$ cat src/rtl/core/bgc_pkg.sv
`default_nettype none
package bgc_pkg;

  localparam int COUNT_WIDTH = 16;
  localparam int TICKS_WIDTH = 16;
  // Compare width covers both the count and the 16-bit limits.
  localparam int CMP_WIDTH   = (COUNT_WIDTH > TICKS_WIDTH) ? COUNT_WIDTH : TICKS_WIDTH;

  localparam int ADDR_WIDTH  = 4;
  localparam int DATA_WIDTH  = 32;

  typedef logic [COUNT_WIDTH-1:0] count_t;
  typedef logic [TICKS_WIDTH-1:0] ticks_t;
  typedef logic [1:0]             reg_idx_t;

  typedef enum logic [1:0] {
    PH_IDLE    = 2'd0,
    PH_PRESSED = 2'd1,
    PH_GAP     = 2'd2
  } phase_t;

  typedef enum logic [1:0] {
    EV_LONG   = 2'd0,
    EV_SINGLE = 2'd1,
    EV_DOUBLE = 2'd2
  } gesture_t;

  localparam reg_idx_t REG_ACTIVE_HIGH = 2'd0;
  localparam reg_idx_t REG_LONG_TICKS  = 2'd1;
  localparam reg_idx_t REG_GAP_TICKS   = 2'd2;
  localparam reg_idx_t REG_EVENT_EN    = 2'd3;

  localparam logic   RST_ACTIVE_HIGH = 1'b0;
  localparam ticks_t RST_LONG_TICKS  = 16'd1000;
  localparam ticks_t RST_GAP_TICKS   = 16'd250;
  localparam logic [2:0] RST_EVENT_EN = 3'b111;

endpackage
`default_nettype wire

$ cat src/rtl/core/bgc_in_if.sv
`default_nettype none
interface bgc_in_if;
  logic valid;
  logic ready;
  logic level;

  modport source (output valid, output level, input ready);
  modport sink   (input valid, input level, output ready);
endinterface
`default_nettype wire

$ cat src/rtl/core/bgc_out_if.sv
`default_nettype none
interface bgc_out_if;
  logic       valid;
  logic       ready;
  logic [1:0] gesture;

  modport source (output valid, output gesture, input ready);
  modport sink   (input valid, input gesture, output ready);
endinterface
`default_nettype wire

$ cat src/rtl/core/button_gesture_classifier.sv
`default_nettype none
// Button gesture classifier. Each input item is one sampled button level; the block tracks
// press and gap durations and emits at most one result item per input item: long press (0),
// single click (1) or double click (2), each gated by its bit in event_enable. An item is
// accepted every clock cycle: the phase/count update is a single compare-and-increment stage,
// and a two-entry output buffer (result register plus skid register) keeps the input side
// running while a result waits to be taken; in_ch.ready drops only when both entries are full.
// Registers sit on the APB port at byte addresses 0x0 active_high, 0x4 long_press_ticks,
// 0x8 double_gap_ticks and 0xC event_enable; write them only while the block is idle.
module button_gesture_classifier (
  input  wire logic                              clk,
  input  wire logic                              rst_n,
  bgc_in_if.sink                                 in_ch,
  bgc_out_if.source                              out_ch,
  input  wire logic                              cfg_psel,
  input  wire logic                              cfg_penable,
  input  wire logic                              cfg_pwrite,
  input  wire logic [bgc_pkg::ADDR_WIDTH-1:0]    cfg_paddr,
  input  wire logic [bgc_pkg::DATA_WIDTH-1:0]    cfg_pwdata,
  output logic      [bgc_pkg::DATA_WIDTH-1:0]    cfg_prdata,
  output logic                                   cfg_pready
);

  localparam bgc_pkg::count_t COUNT_MAX = {bgc_pkg::COUNT_WIDTH{1'b1}};

  // Configuration registers.
  logic             active_high_r;
  bgc_pkg::ticks_t  long_ticks_r;
  bgc_pkg::ticks_t  gap_ticks_r;
  logic [2:0]       event_en_r;

  bgc_pkg::reg_idx_t cfg_idx;
  logic              cfg_wr;

  assign cfg_pready = 1'b1;
  assign cfg_idx    = cfg_paddr[3:2];
  assign cfg_wr     = cfg_psel && cfg_penable && cfg_pwrite;

  always_ff @(posedge clk) begin
    if (!rst_n) begin
      active_high_r <= bgc_pkg::RST_ACTIVE_HIGH;
      long_ticks_r  <= bgc_pkg::RST_LONG_TICKS;
      gap_ticks_r   <= bgc_pkg::RST_GAP_TICKS;
      event_en_r    <= bgc_pkg::RST_EVENT_EN;
    end else if (cfg_wr) begin
      case (cfg_idx)
        bgc_pkg::REG_ACTIVE_HIGH: active_high_r <= cfg_pwdata[0];
        bgc_pkg::REG_LONG_TICKS:  long_ticks_r  <= cfg_pwdata[15:0];
        bgc_pkg::REG_GAP_TICKS:   gap_ticks_r   <= cfg_pwdata[15:0];
        bgc_pkg::REG_EVENT_EN:    event_en_r    <= cfg_pwdata[2:0];
        default: ;
      endcase
    end
  end

  always_comb begin
    case (cfg_idx)
      bgc_pkg::REG_ACTIVE_HIGH: cfg_prdata = {31'd0, active_high_r};
      bgc_pkg::REG_LONG_TICKS:  cfg_prdata = {16'd0, long_ticks_r};
      bgc_pkg::REG_GAP_TICKS:   cfg_prdata = {16'd0, gap_ticks_r};
      bgc_pkg::REG_EVENT_EN:    cfg_prdata = {29'd0, event_en_r};
      default:                  cfg_prdata = '0;
    endcase
  end

  // Classifier state.
  bgc_pkg::phase_t  phase_r, phase_nxt;
  bgc_pkg::count_t  count_r, count_nxt;

  logic                         accept;
  logic                         pressed;
  bgc_pkg::count_t              count_inc;
  logic [bgc_pkg::CMP_WIDTH-1:0] count_cmp;
  logic [bgc_pkg::CMP_WIDTH-1:0] long_cmp;
  logic [bgc_pkg::CMP_WIDTH-1:0] gap_cmp;
  logic                         ev_fire;
  bgc_pkg::gesture_t            ev_code;
  logic                         push;

  assign accept    = in_ch.valid && in_ch.ready;
  assign pressed   = (in_ch.level == active_high_r);
  assign count_inc = (count_r == COUNT_MAX) ? COUNT_MAX : count_r + 1'b1;
  assign count_cmp = bgc_pkg::CMP_WIDTH'(count_inc);
  assign long_cmp  = bgc_pkg::CMP_WIDTH'(long_ticks_r);
  assign gap_cmp   = bgc_pkg::CMP_WIDTH'(gap_ticks_r);

  always_comb begin
    phase_nxt = phase_r;
    count_nxt = count_r;
    ev_fire   = 1'b0;
    ev_code   = bgc_pkg::EV_LONG;
    case (phase_r)
      bgc_pkg::PH_PRESSED: begin
        count_nxt = count_inc;
        if (count_cmp == long_cmp) begin
          ev_fire = 1'b1;
          ev_code = bgc_pkg::EV_LONG;
        end else if (!pressed) begin
          if (gap_ticks_r == '0) begin
            ev_fire = 1'b1;
            ev_code = bgc_pkg::EV_SINGLE;
          end else begin
            phase_nxt = bgc_pkg::PH_GAP;
            count_nxt = '0;
          end
        end
      end
      bgc_pkg::PH_GAP: begin
        count_nxt = count_inc;
        if (count_cmp == gap_cmp) begin
          ev_fire = 1'b1;
          ev_code = bgc_pkg::EV_SINGLE;
        end else if (pressed) begin
          ev_fire = 1'b1;
          ev_code = bgc_pkg::EV_DOUBLE;
        end
      end
      default: begin
        phase_nxt = bgc_pkg::PH_IDLE;
        count_nxt = '0;
        if (pressed) begin
          if (long_ticks_r == '0) begin
            ev_fire = 1'b1;
            ev_code = bgc_pkg::EV_LONG;
          end else begin
            phase_nxt = bgc_pkg::PH_PRESSED;
          end
        end
      end
    endcase
    // Every event, enabled or not, sends the classifier back to idle.
    if (ev_fire) begin
      phase_nxt = bgc_pkg::PH_IDLE;
      count_nxt = '0;
    end
  end

  assign push = accept && ev_fire && event_en_r[ev_code];

  always_ff @(posedge clk) begin
    if (!rst_n) begin
      phase_r <= bgc_pkg::PH_IDLE;
      count_r <= '0;
    end else if (accept) begin
      phase_r <= phase_nxt;
      count_r <= count_nxt;
    end
  end

  // Two-entry output buffer: head register drives the port, skid catches one more item.
  logic              head_valid_r, skid_valid_r;
  bgc_pkg::gesture_t head_code_r, skid_code_r;
  logic              pop;

  assign pop            = out_ch.valid && out_ch.ready;
  assign out_ch.valid   = head_valid_r;
  assign out_ch.gesture = head_code_r;
  assign in_ch.ready    = !skid_valid_r;

  always_ff @(posedge clk) begin
    if (!rst_n) begin
      head_valid_r <= 1'b0;
      skid_valid_r <= 1'b0;
    end else begin
      if (pop) begin
        if (skid_valid_r) begin
          head_valid_r <= 1'b1;
          skid_valid_r <= push;
        end else begin
          head_valid_r <= push;
        end
      end else if (push) begin
        if (head_valid_r) begin
          skid_valid_r <= 1'b1;
        end else begin
          head_valid_r <= 1'b1;
        end
      end
    end
  end

  always_ff @(posedge clk) begin
    if (pop) begin
      if (skid_valid_r) begin
        head_code_r <= skid_code_r;
        if (push) begin
          skid_code_r <= ev_code;
        end
      end else if (push) begin
        head_code_r <= ev_code;
      end
    end else if (push) begin
      if (head_valid_r) begin
        skid_code_r <= ev_code;
      end else begin
        head_code_r <= ev_code;
      end
    end
  end

endmodule
`default_nettype wire

$ cat src/flat_wrapper.sv
// flat-port wrapper written by rule: the top's interface ports become plain ports
module button_gesture_classifier_flat 
  (clk, rst_n, cfg_psel, cfg_penable, cfg_pwrite, cfg_paddr, cfg_pwdata, cfg_prdata, cfg_pready, in_ch_valid, in_ch_level, in_ch_ready, out_ch_valid, out_ch_gesture, out_ch_ready);
  bgc_in_if in_ch_i ();
  bgc_out_if out_ch_i ();
  input  wire logic clk;
  input  wire logic rst_n;
  input  wire logic cfg_psel;
  input  wire logic cfg_penable;
  input  wire logic cfg_pwrite;
  input  wire logic [bgc_pkg::ADDR_WIDTH-1:0] cfg_paddr;
  input  wire logic [bgc_pkg::DATA_WIDTH-1:0] cfg_pwdata;
  output logic      [bgc_pkg::DATA_WIDTH-1:0] cfg_prdata;
  output logic cfg_pready;
  input wire logic [$bits(in_ch_i.valid)-1:0] in_ch_valid;
  input wire logic [$bits(in_ch_i.level)-1:0] in_ch_level;
  output wire logic [$bits(in_ch_i.ready)-1:0] in_ch_ready;
  output wire logic [$bits(out_ch_i.valid)-1:0] out_ch_valid;
  output wire logic [$bits(out_ch_i.gesture)-1:0] out_ch_gesture;
  input wire logic [$bits(out_ch_i.ready)-1:0] out_ch_ready;
  assign in_ch_i.valid = in_ch_valid;
  assign in_ch_i.level = in_ch_level;
  assign in_ch_ready = in_ch_i.ready;
  assign out_ch_valid = out_ch_i.valid;
  assign out_ch_gesture = out_ch_i.gesture;
  assign out_ch_i.ready = out_ch_ready;
  button_gesture_classifier u_core (.clk(clk), .rst_n(rst_n), .in_ch(in_ch_i), .out_ch(out_ch_i), .cfg_psel(cfg_psel), .cfg_penable(cfg_penable), .cfg_pwrite(cfg_pwrite), .cfg_paddr(cfg_paddr), .cfg_pwdata(cfg_pwdata), .cfg_prdata(cfg_prdata), .cfg_pready(cfg_pready));
endmodule
$ cat config.mk
export PLATFORM = sky130hd
export DESIGN_NAME = button_gesture_classifier_flat
export DESIGN_NICKNAME = d
export VERILOG_FILES = /design/src/rtl/core/bgc_pkg.sv /design/src/rtl/core/bgc_in_if.sv /design/src/rtl/core/bgc_out_if.sv /design/src/rtl/core/button_gesture_classifier.sv /design/src/flat_wrapper.sv
export SDC_FILE = /design/constraint.sdc
export NUM_CORES = 1
export LEC_CHECK = 0
export BUFFER_PORTS_ARGS = -buffer_cell sky130_fd_sc_hd__buf_2
export CELL_PAD_IN_SITES_DETAIL_PLACEMENT = 0
export CELL_PAD_IN_SITES_GLOBAL_PLACEMENT = 1
export CORE_ASPECT_RATIO = 1.5
export CORE_UTILIZATION = 38
export CTS_BUF_LIST = sky130_fd_sc_hd__clkbuf_8
export DETAILED_ROUTE_END_ITERATION = 7
export PLACE_DENSITY_LB_ADDON = 0.08
export SLEW_MARGIN = 0
export SYNTH_ARGS = -nofsm -noshare
export SYNTH_HDL_FRONTEND = slang
export SYNTH_SLANG_ARGS = --single-unit
$ cat constraint.sdc
create_clock -name clk -period 3.57 [get_ports clk]
set_input_delay 0 -clock clk [delete_from_list [all_inputs] [get_ports clk]]
set_output_delay 0 -clock clk [all_outputs]
set_load 0.02 [all_outputs]
After elaboration in Yosys (flattened, before gate mapping)
Cells that the tools add are included.
{ "word_totals": {"inputBits": 44, "word_cells": 95, "latch_bits": 0, "reg_bits": 60, "rom_bits": 0, "n_memories": 0, "output_inout_bits": 37, "ramBits": 0} }
{ "classes": {"bitwise": 0, "muxes": 46, "n_reduce_logical": 21, "order_cmp": 1, "n_mul": 0, "addsub": 1, "shift": 0, "n_div": 0, "n_eq_ne": 16} }
{ "ops": {"columns": ["cell", "count"], "rows": [
  ["$pmux 32 s4", 1],
  ["$mux 16", 5],
  ["$mux 2", 18],
  ["$eq 16x16->1", 2],
  ["$logic_not 16->1", 2],
  ["$pmux 16 s2", 1],
  ["$mux 1", 17],
  ["$add 16x1->16 const B", 1],
  ["$eq 16x16->1 const B", 1],
  ["$reduce_and 2->1", 5],
  ["$pmux 2 s2", 2],
  ["$eq 2x2->1 const B", 3],
  ["$logic_and 1x1->1", 6],
  ["$ne 2x1->1 const B", 3],
  ["$ne 3x2->1 const B", 2],
  ["$reduce_bool 2->1", 3],
  ["$reduce_and 5->1", 1],
  ["$eq 2x1->1 const B", 2],
  ["$reduce_and 4->1", 1],
  ["$lt 2x3->1 const B", 1],
  ["$ne 3x3->1 const B", 1],
  ["$reduce_and 3->1", 1],
  ["$bmux 1 s2", 1],
  ["$logic_not 2->1", 1],
  ["4 further kinds", 4]
]} }

Depth between registers and ports, before layout
Gate-level depths: netlist (run 1).
{ "logic_depth": {"ltp_word": 11, "depth_mapped": 15, "ltp_nobuf": 11} }

Worst setup path after synthesis (run 1)
No wires, ideal clock.
{ "synth_path": {"path_type": "reg2reg", "startpoint": "reg u_core.count_r[1]", "endpoint": "reg u_core.skid_code_r[0] (enable)", "path_buffers": 3, "required_ns": 3.248, "stages_incl_launch_ff": 14, "period_less_slack_ns": 3.742, "setup_slack_ns": -0.172, "arrival_time_ns": 3.420, "setup_time_ns": 0.322, "cell_sequence": "dfxtp_1 ha_1 clkbuf_2 nand3_1 or4_1 buf_2 buf_6 nand4_1 o2111a_1 nand4_1 a2111oi_2 mux2_2 or4_4 nor4b_4"} }
{ "synth_via": {"elab_chain_len": 10, "word_cells_on_any_way": 18, "classes_between": "add/sub: 1; eq/ne: 4; mux: 9; reduce/logical: 4"} }
{ "synth_rtl": {"columns": ["element", "line_no", "text"], "rows": [
  ["start: declaration", "button_gesture_classifier.sv:68", "bgc_pkg::count_t count_r, count_nxt;"],
  ["start signal: assignment", "button_gesture_classifier.sv:146", "count_r <= count_nxt;"],
  ["$add 16x1->16 or $eq 16x16->1 (tied branches)", "button_gesture_classifier.sv:82", "assign count_inc = (count_r == COUNT_MAX) ? COUNT_MAX : count_r + 1'b1;"],
  ["$mux 16 *", "button_gesture_classifier.sv:82", null],
  ["$eq 16x16->1 (on tied branches)", "button_gesture_classifier.sv:110, button_gesture_classifier.sv:95", null],
  ["$mux 2 (on tied branches)", "button_gesture_classifier.sv:110, button_gesture_classifier.sv:95", null],
  ["$pmux 2 s2", "button_gesture_classifier.sv:92", "case (phase_r)"],
  ["$bmux 1 s2", "button_gesture_classifier.sv:138", "assign push = accept && ev_fire && event_en_r[ev_code];"],
  ["$mux 1 (not written as such)", "button_gesture_classifier.sv:138", null],
  ["$logic_and 1x1->1 *", "button_gesture_classifier.sv:138", null],
  ["$ne 2x1->1 (no source line) or $reduce_bool 2->1 (tied branches)", null, null],
  ["$reduce_and 4->1 (no source line) *", null, null],
  ["end signal: assignment", "button_gesture_classifier.sv:187", "skid_code_r <= ev_code;"],
  ["end signal: assignment", "button_gesture_classifier.sv:194", "skid_code_r <= ev_code;"],
  ["end: declaration", "button_gesture_classifier.sv:152", "bgc_pkg::gesture_t head_code_r, skid_code_r;"]
]} }
Every way passes the cells marked *; elsewhere a longest branch is shown, timed or not. The select of a mux whose other input is x is not followed.
A chain may end at the register's enable or synchronous reset.

Worst setup path in the final report (run 1)
{ "layout_path": {"startpoint": "reg u_core.count_r[4]", "endpoint": "reg u_core.skid_code_r[0] (enable)"} }
The elaborated chain is that of the path after synthesis.

==> summary.txt, run 1 <==
Power
  • Clock power frac: 42.6%
  • Total leakage power: 2.44 nW
  • Seq pwr share: 46.2%
  • Sw Ratio: 26.6%
  • Gate power share: 11.2%
  • Power density cells: 251 nW/µm²
  • Max IR drop VDD: 0.170 mV
  • Psw: 399 µW
  • Power Internal: 1.10 mW

Global routing
  • Overflow after GRT: 0
  • Vias in the first global route: 4363
  • First-pass GRT wire length: 23300 µm
  • GR Util All Layers: 26.7%
  • Largest net degree at the start of global routing: 33
  • Initial antenna violation count: 0

Logic synthesis
  • Fraction of registers with async set/reset: 0%
  • Synth cell types: 73
  • Seq/Total Area, Yosys: 29.3%
  • Post-synth EDFFs: 4
  • Cell Area, Synth: 4240 µm²
  • Yosys warning total: 0
  • Top_reg_cell synth: dfxtp_1
  • Synth Instances: 552
  • Yosys reg bits: 60
  • Synthesized area per cell: 7.67 µm²

Place
  • Post-Place Setup Slack: -283 ps
  • Post-placement cell count: 796
  • HPWL Detailed: 11000 µm
  • Gpl congestion: 0.944
  • IO Port Bufs: 45

Worst setup path
  • R2R Path Start: u_core.count_r[4]
  • CP max stage delay: 520 ps
  • Required @ worst endpoint: 3610 ps
  • Crit path DAT: 3860 ps
  • CP Capture Point: u_core.skid_code_r[0]
  • RR Endpoint: u_core.skid_code_r[0]
  • Crit Path Class: reg2reg
  • Nature of the critical path startpoint: flip-flop
  • Worst setup EP type: flip-flop
  • Crit-path leading delay family: simple AND/OR/NAND/NOR gates
  • Ordered list of cells on the worst path: buf_6, nand3_4, buf_4, o41ai_1, nand3_2, xor2_1, a21oi_1, nand4_1, a2111oi_4, mux2_4, or4_4, nor4b_4
  • R2r setup slk: -250 ps
  • Worst Path Max Fanout: 6
  • CP Launch Point: u_core.count_r[4]
  • WP buf/inv: 2
  • Reg2Reg Depth: 12
  • CP Depth: 12
  • Slowest CP cell: or4_4

Hold path
  • Hold_sp: cfg_paddr[2]
  • Worst hold-check path type: in2reg

Clock network
  • H-tree Lvls: 3
  • Clock latency on the worst-skew pair: 360 ps
  • Num CTS Buffers: 9
  • CTS max path bufs: 2
  • Clk slew on worst S/H paths: 70 ps
  • CTS Sinks: 60
  • CTS tree: built
  • Root buffer cell: clkbuf_8

Final layout
  • Filler cells: 1096
  • P&R area growth vs syn: 41.1%
  • Nets: 749
  • Fin util: 55.8%
  • Share of cells above drive strength 1: 34.0%
  • ANT cells: 0
  • Non-Filler Instances: 850

Run
  • Max-Cap Viols: 0

STA
  • Unrepaired setup endpoints after global routing: yes
  • FMAX: 262 MHz
  • Slew headroom: 49.7%
  • Final setup margin: -251 ps
  • Hold Slack: 102 ps
  • Final min period: 3820 ps
  • Setup Skew: 15.5 ps
  • Final setup fails: 4
  • Tcrit/Tclk final: 107%
  • Worst Tran Pin Value: 754 ps
  • Slew Limit Fails: 0
  • Final Hold Vio Count: 0

Status
  • Failing checks: setup timing
  • Status: complete, but fails checks

Floorplan
  • Core area: 10700 µm²
  • Die area: 11600 µm²
  • DIE HEIGHT: 131 µm
  • Top Ports: 81
  • Die span in x: 88.2 µm
  • Initial Utilization: 39.6%
  • Row cnt: 46

Drt
  • WL final: 15100 µm
  • TritonRoute pass-1 iters: 5
  • Via density: 5.48
  • DR iter-0 viols: 253
  • Wire per inst: 17.7 µm
  • DR DRC count: 0
  • Antenna-violating nets left: 0
  • Total number of vias: 4654
[placed cells by master (no fill, tap or decap), types with 5 or more instances in the layout]
cell type,netlist,layout
a21oi_1,41,39
a22o_1,15,15
a22oi_1,7,5
a31oi_1,6,6
buf_2,12,45
buf_4,20,102
buf_6,1,11
clkbuf_8,0,11
conb_1,2,17
dfxtp_1,56,44
dfxtp_2,0,8
dlygate4sd3_1,0,18
inv_1,18,18
mux2i_1,5,5
nand2_1,103,101
nand3_1,25,22
nand3b_1,8,8
nand4_1,13,13
nor2_1,26,25
nor2b_1,6,6
nor3_1,9,8
nor4_1,12,11
o211ai_1,7,7
o21ai_0,18,14
o21ai_1,4,7
xnor2_1,18,15
xor2_1,8,8
[cells in the mapped netlist, drive strengths merged, types with 8 or more instances]
| master | instances | share of area [%] |
|---|---|---|
| a22o | 15 | 3.1 |
| xnor2 | 18 | 3.7 |
| nor3 | 9 | 1.1 |
| inv | 18 | 1.6 |
| clkbuf | 19 | 1.7 |
| buf | 34 | 5.3 |
| o21ai | 23 | 2.8 |
| nand4 | 15 | 2.7 |
| nand3b | 8 | 1.4 |
| nand2 | 104 | 9.3 |
| a21oi | 42 | 5.1 |
| nor2 | 26 | 2.3 |
| nand3 | 26 | 3.2 |
| nor4 | 14 | 2.6 |
| dfxtp | 56 | 26 |
| xor2 | 8 | 1.7 |
[area by class of cell]
| class | instances | area (µm²) | area share, % |
|---|---|---|---|
| Clock inverter | 4 | 48.8 | 0.816 |
| Inverter | 18 | 67.6 | 1.13 |
| Sequential cell | 60 | 1270 | 21.2 |
| Timing Repair Buffer | 177 | 1320 | 22.0 |
| Multi-Input combinational cell | 436 | 2950 | 49.3 |
| Clock buffer | 11 | 151 | 2.53 |
| Tap cell | 144 | 180 | 3.01 |
[repair_timing]
item / in CTS / in global routing
pin swaps: 9 / 27
endpoints found under the setup margin: 4 / 14
gates resized for setup: 25 / 42
setup buffers: 10 / 11
endpoints found under the hold margin: 39 / 0
hold buffers: 18 / 0
[power by group through the flow]
stage          Sequential (mW)  Combinational, mW  Clock [mW]
4_1_cts                  0.696              0.165       0.661
3_3_place_gp             0.711              0.148           0
6_report                 0.694              0.167       0.640
5_1_grt                  0.694              0.181       0.684
3_5_place_dp             0.711              0.148           0
2_1_floorplan            0.708              0.109           0
[cell families after synthesis]
kind of cell    after synthesis  synth area share (%)
fa+ha+maj                     3                 0.886
xor+xnor                     27                  5.91
flops                        60                  29.3
buf+inv                      71                  8.62
compound gates              135                  21.9
other cells                   2                 0.177
mux                          12                  3.31
simple gates                242                  29.9
[flip-flops by register name (all words and copies together), names as in the netlist]
name and count:
u_core.long_cmp 16, u_core.count_r 16, u_core.out_ch.gesture 2, u_core.skid_valid_r 1, u_core.gap_cmp 16, u_core.active_high_r 1
u_core.skid_code_r 2, u_core.out_ch.valid 1, u_core.event_en_r 3, u_core.phase_r 2
[layer usage]
metal  GRT usage, %  part of all wire, %  up-vias
li1               -                    -     2276
met4           8.78                  2.7        0
met5              0                    0        -
met2           45.8                   51      115
met1           33.3                   42     2239
met3           4.02                  3.9       24
[metrics by stage]
stage	cell area, µm²	power, mW	setup TNS, ps
2_1_floorplan	4370	0.817	-272
3_3_place_gp	5150	0.859	-678
3_5_place_dp	5150	0.860	-1040
4_1_cts	5700	1.52	-396
5_1_grt	5980	1.56	-2040
6_report	5980	1.50	-831
[how the worst min path moves through the flow]
stage / depth (start not counted) / endpoint / slack [ps]
floorplan: 1 / u_core.count_r[8] / 110
global placement: 3 / u_core.gap_cmp[7] / 230
detailed placement: 3 / u_core.long_cmp[7] / 230
CTS: 5 / u_core.active_high_r / 90
global route: 2 / u_core.event_en_r[1] / 140
finish: 5 / u_core.active_high_r / 100
[tightest hold or removal path, cell delays in order]
cell	delay, ps
buf_2	150
nor2_1	50
nand2_1	70
mux2i_1	70
nor2_1	80
(Power assumes the default switching activity.)
==> run 2, diff against run 1 <==
Settings changed: CORE_UTILIZATION 38 to 37, CTS_BUF_LIST sky130_fd_sc_hd__clkbuf_8 to not set, PLACE_DENSITY set to 0.77, PLACE_DENSITY_LB_ADDON 0.08 to not set.
==> run 2 against run 1 <==
The flow still finishes with violations (setup timing). Global-route usage fell by 1.5 points. Final area fell by 2.1%. First-iteration DRC count rose by 43%. Final cell count fell by 0.59%. Maximum frequency rose by 1.1%. Core utilization fell by 3.2 points. Sequential share of layout area rose by 0.46 points. Clock skew fell by 7.2 ps. Critical endpoint is now u_core.skid_code_r[1].
==> summary.txt, run 2 (synthesis gave the netlist of run 1 again) <==
Global routing
  • Vias in the first global route: 4415 (+1.2%)
  • Most Crowded Layer GR: met2
  • Largest net degree at the start of global routing: 32 (-3.0%)
  • Initial antenna violation count: 0 (unchanged)
  • Overflow after GRT: 0 (unchanged)
  • GRT met2 Usage: 42.5% (-3.2 points)
  • Met3 Use GR: 3.56% (-0.46 points)
  • GR Util All Layers: 25.2% (-1.5 points)
  • Global Route met1 Usage: 30.4% (-2.8 points)
  • First-pass GRT wire length: 22700 µm (-2.6%)

Place
  • Post-placement cell count: 805 (+1.1%)
  • IO Port Bufs: 45 (unchanged)
  • Gpl congestion: 0.938 (-0.67%)
  • HPWL Detailed: 10800 µm (-1.6%)

Worst setup path
  • Slowest CP cell: or4_4
  • R2r setup slk: -210 ps (+40 ps)
  • R2R Path Start: u_core.count_r[2]
  • Crit-path leading delay family: simple AND/OR/NAND/NOR gates
  • WP buf/inv: 1 (-1)
  • Required @ worst endpoint: 3590 ps (-20 ps)
  • Crit Path Class: reg2reg
  • CP max stage delay: 560 ps (+40 ps)
  • Ordered list of cells on the worst path: nand3_2, or3_4, or3_4, nand4_1, o2111a_1, nand4_1, a2111oi_4, buf_4, a211oi_1, or4_4, nor4b_4
  • RR Endpoint: u_core.skid_code_r[1]
  • Worst Path Max Fanout: 4 (-2)
  • Crit path DAT: 3800 ps (-60 ps)
  • Reg2Reg Depth: 11 (-1)
  • Worst setup EP type: flip-flop
  • Nature of the critical path startpoint: flip-flop

STA
  • Final min period: 3780 ps (-42.0 ps)
  • Setup Skew: 8.28 ps (-7.23 ps)
  • FMAX: 265 MHz (+1.1%)
  • Final setup margin: -209 ps (+42.0 ps)
  • Slew Limit Fails: 0 (unchanged)
  • Unrepaired setup endpoints after global routing: yes
  • Final setup fails: 4 (unchanged)
  • Hold Slack: 28.5 ps (-73.5 ps)
  • Final Hold Vio Count: 0 (unchanged)
  • Tcrit/Tclk final: 106% (-1.2 points)
  • Worst Tran Pin Value: 854 ps (+100 ps)
  • Slew headroom: 43.1% (-6.7 points)

Hold path
  • Hold_sp: out_ch_ready
  • Worst hold-check path type: in2reg
  • Hold-critical path depth: 2 (-3)
  • Worst Hold End: u_core.skid_code_r[0]

Clock network
  • Root buffer cell: clkbuf_16
  • CTS Sinks: 60 (unchanged)
  • Num CTS Buffers: 9 (unchanged)
  • Clock latency on the worst-skew pair: 340 ps (-20 ps)
  • CTS tree: built
  • Clk slew on worst S/H paths: 50 ps (-20 ps)
  • CTS max path bufs: 2 (unchanged)
  • H-tree Lvls: 3 (unchanged)

Power
  • Max IR drop VDD: 0.270 mV (+59%)
  • Total leakage power: 2.37 nW (-2.9%)
  • Overall Power: 1.68 mW (+12%)
  • Power density cells: 287 nW/µm² (+14%)

Drt
  • WL final: 14500 µm (-3.4%)
  • Antenna-violating nets left: 0 (unchanged)
  • Total number of vias: 4645 (-0.19%)
  • TritonRoute pass-1 iters: 6 (+1)
  • DR iter-0 viols: 361 (+43%)
  • DR DRC count: 0 (unchanged)
  • Via density: 5.50 (+0.40%)
  • Wire per inst: 17.2 µm (-2.9%)

Status
  • Failing checks: setup timing
  • Status: complete, but fails checks

Final layout
  • P&R area growth vs syn: 38.1%
  • Commonest cells after routing, fill and taps aside: nand2_1, buf_4, buf_2, dfxtp_1, a21oi_1
  • Most common cell after layout, fill and taps aside: nand2_1
  • Nets: 740 (-1.2%)
  • Filler cells: 1051 (-4.1%)
  • Share of cells above drive strength 1: 31.7% (-2.3 points)
  • ANT cells: 0 (unchanged)
  • Non-Filler Instances: 845 (-0.59%)

Floorplan
  • Row cnt: 47 (+2.2%)
  • Initial Utilization: 38.1% (-1.5 points)
  • Die area: 11900 µm² (+2.7%)
  • Top Ports: 81 (unchanged)
  • Core area: 11100 µm² (+3.8%)
  • Die span in x: 89.4 µm (+1.3%)
  • DIE HEIGHT: 133 µm (+1.3%)

Run
  • Max-Cap Viols: 0 (unchanged)
run 2: changes by cell type in the layout (fill, tap and decap cells not counted), sizes merged:
cell | before | now
buf | 159 | 151
bufinv | 1 | 0
dlygate4sd3 | 18 | 17
clkinv | 3 | 4
clkbuf | 11 | 12
run 2: worst max path at each step:
stage | start | endpoint | cells past startpoint
after global placement | u_core.count_r[10] | u_core.skid_code_r[0] | 11
final | u_core.count_r[2] | u_core.skid_code_r[1] | 11
after CTS | u_core.count_r[6] | u_core.skid_code_r[1] | 11
after floorplan | u_core.count_r[7] | u_core.skid_code_r[0] | 12
after detailed placement | u_core.count_r[12] | u_core.skid_code_r[1] | 11
after global routing | u_core.count_r[11] | u_core.skid_code_r[1] | 14
run 2: worst reg2reg max path, cell delays in order, from the launching register on:
cell       delay (ps)
dfxtp_2           390
nand3_2           140
or3_4             430
or3_4             380
nand4_1           100
o2111a_1          230
nand4_1           240
a2111oi_4         460
buf_4             180
a211oi_1           60
or4_4             560
nor4b_4           310
run 2: stage by stage:
step           instance area [µm²]  util [%]  worst slack [ps]  setup TNS [ps]
2_1_floorplan                 4370         -              -106            -272
3_3_place_gp                  5200      46.8              -242            -909
3_5_place_dp                  5200      46.8              -298           -1100
4_1_cts                       5770      51.9             -92.3            -361
5_1_grt                       5850      52.6              -363           -1340
6_report                      5850      52.6              -209            -763
run 2: per-layer routing:
metal	vias up	share of wire (%)
met2	134	51
li1	2266	-
met4	0	4.7
met3	39	4.2
met5	-	0
met1	2206	41
run 2: layout make-up:
class,count,area (µm²),share of cell area [%]
sequential,60,1270,21.6
clock inverter,4,23.8,0.406
inverter,18,67.6,1.16
multi-input combinational,436,2830,48.4
clock buffer,12,256,4.39
timing repair buffer,168,1220,20.8
tap,147,184,3.14
run 2: power breakdown:
group	internal [mW]	switching (mW)	leakage, nW
Clock	0.505	0.316	0.142
Sequential	0.682	0.0113	0.497
Combinational	0.0646	0.102	1.73
Total	1.25	0.429	2.37
run 2: repair_timing:
item	in CTS	in global routing
endpoints found under the setup margin	4	5
hold buffers	17	0
pin swaps	9	12
buffers inserted	5	2
hold endpoints to repair	37	0
resized for setup	24	15
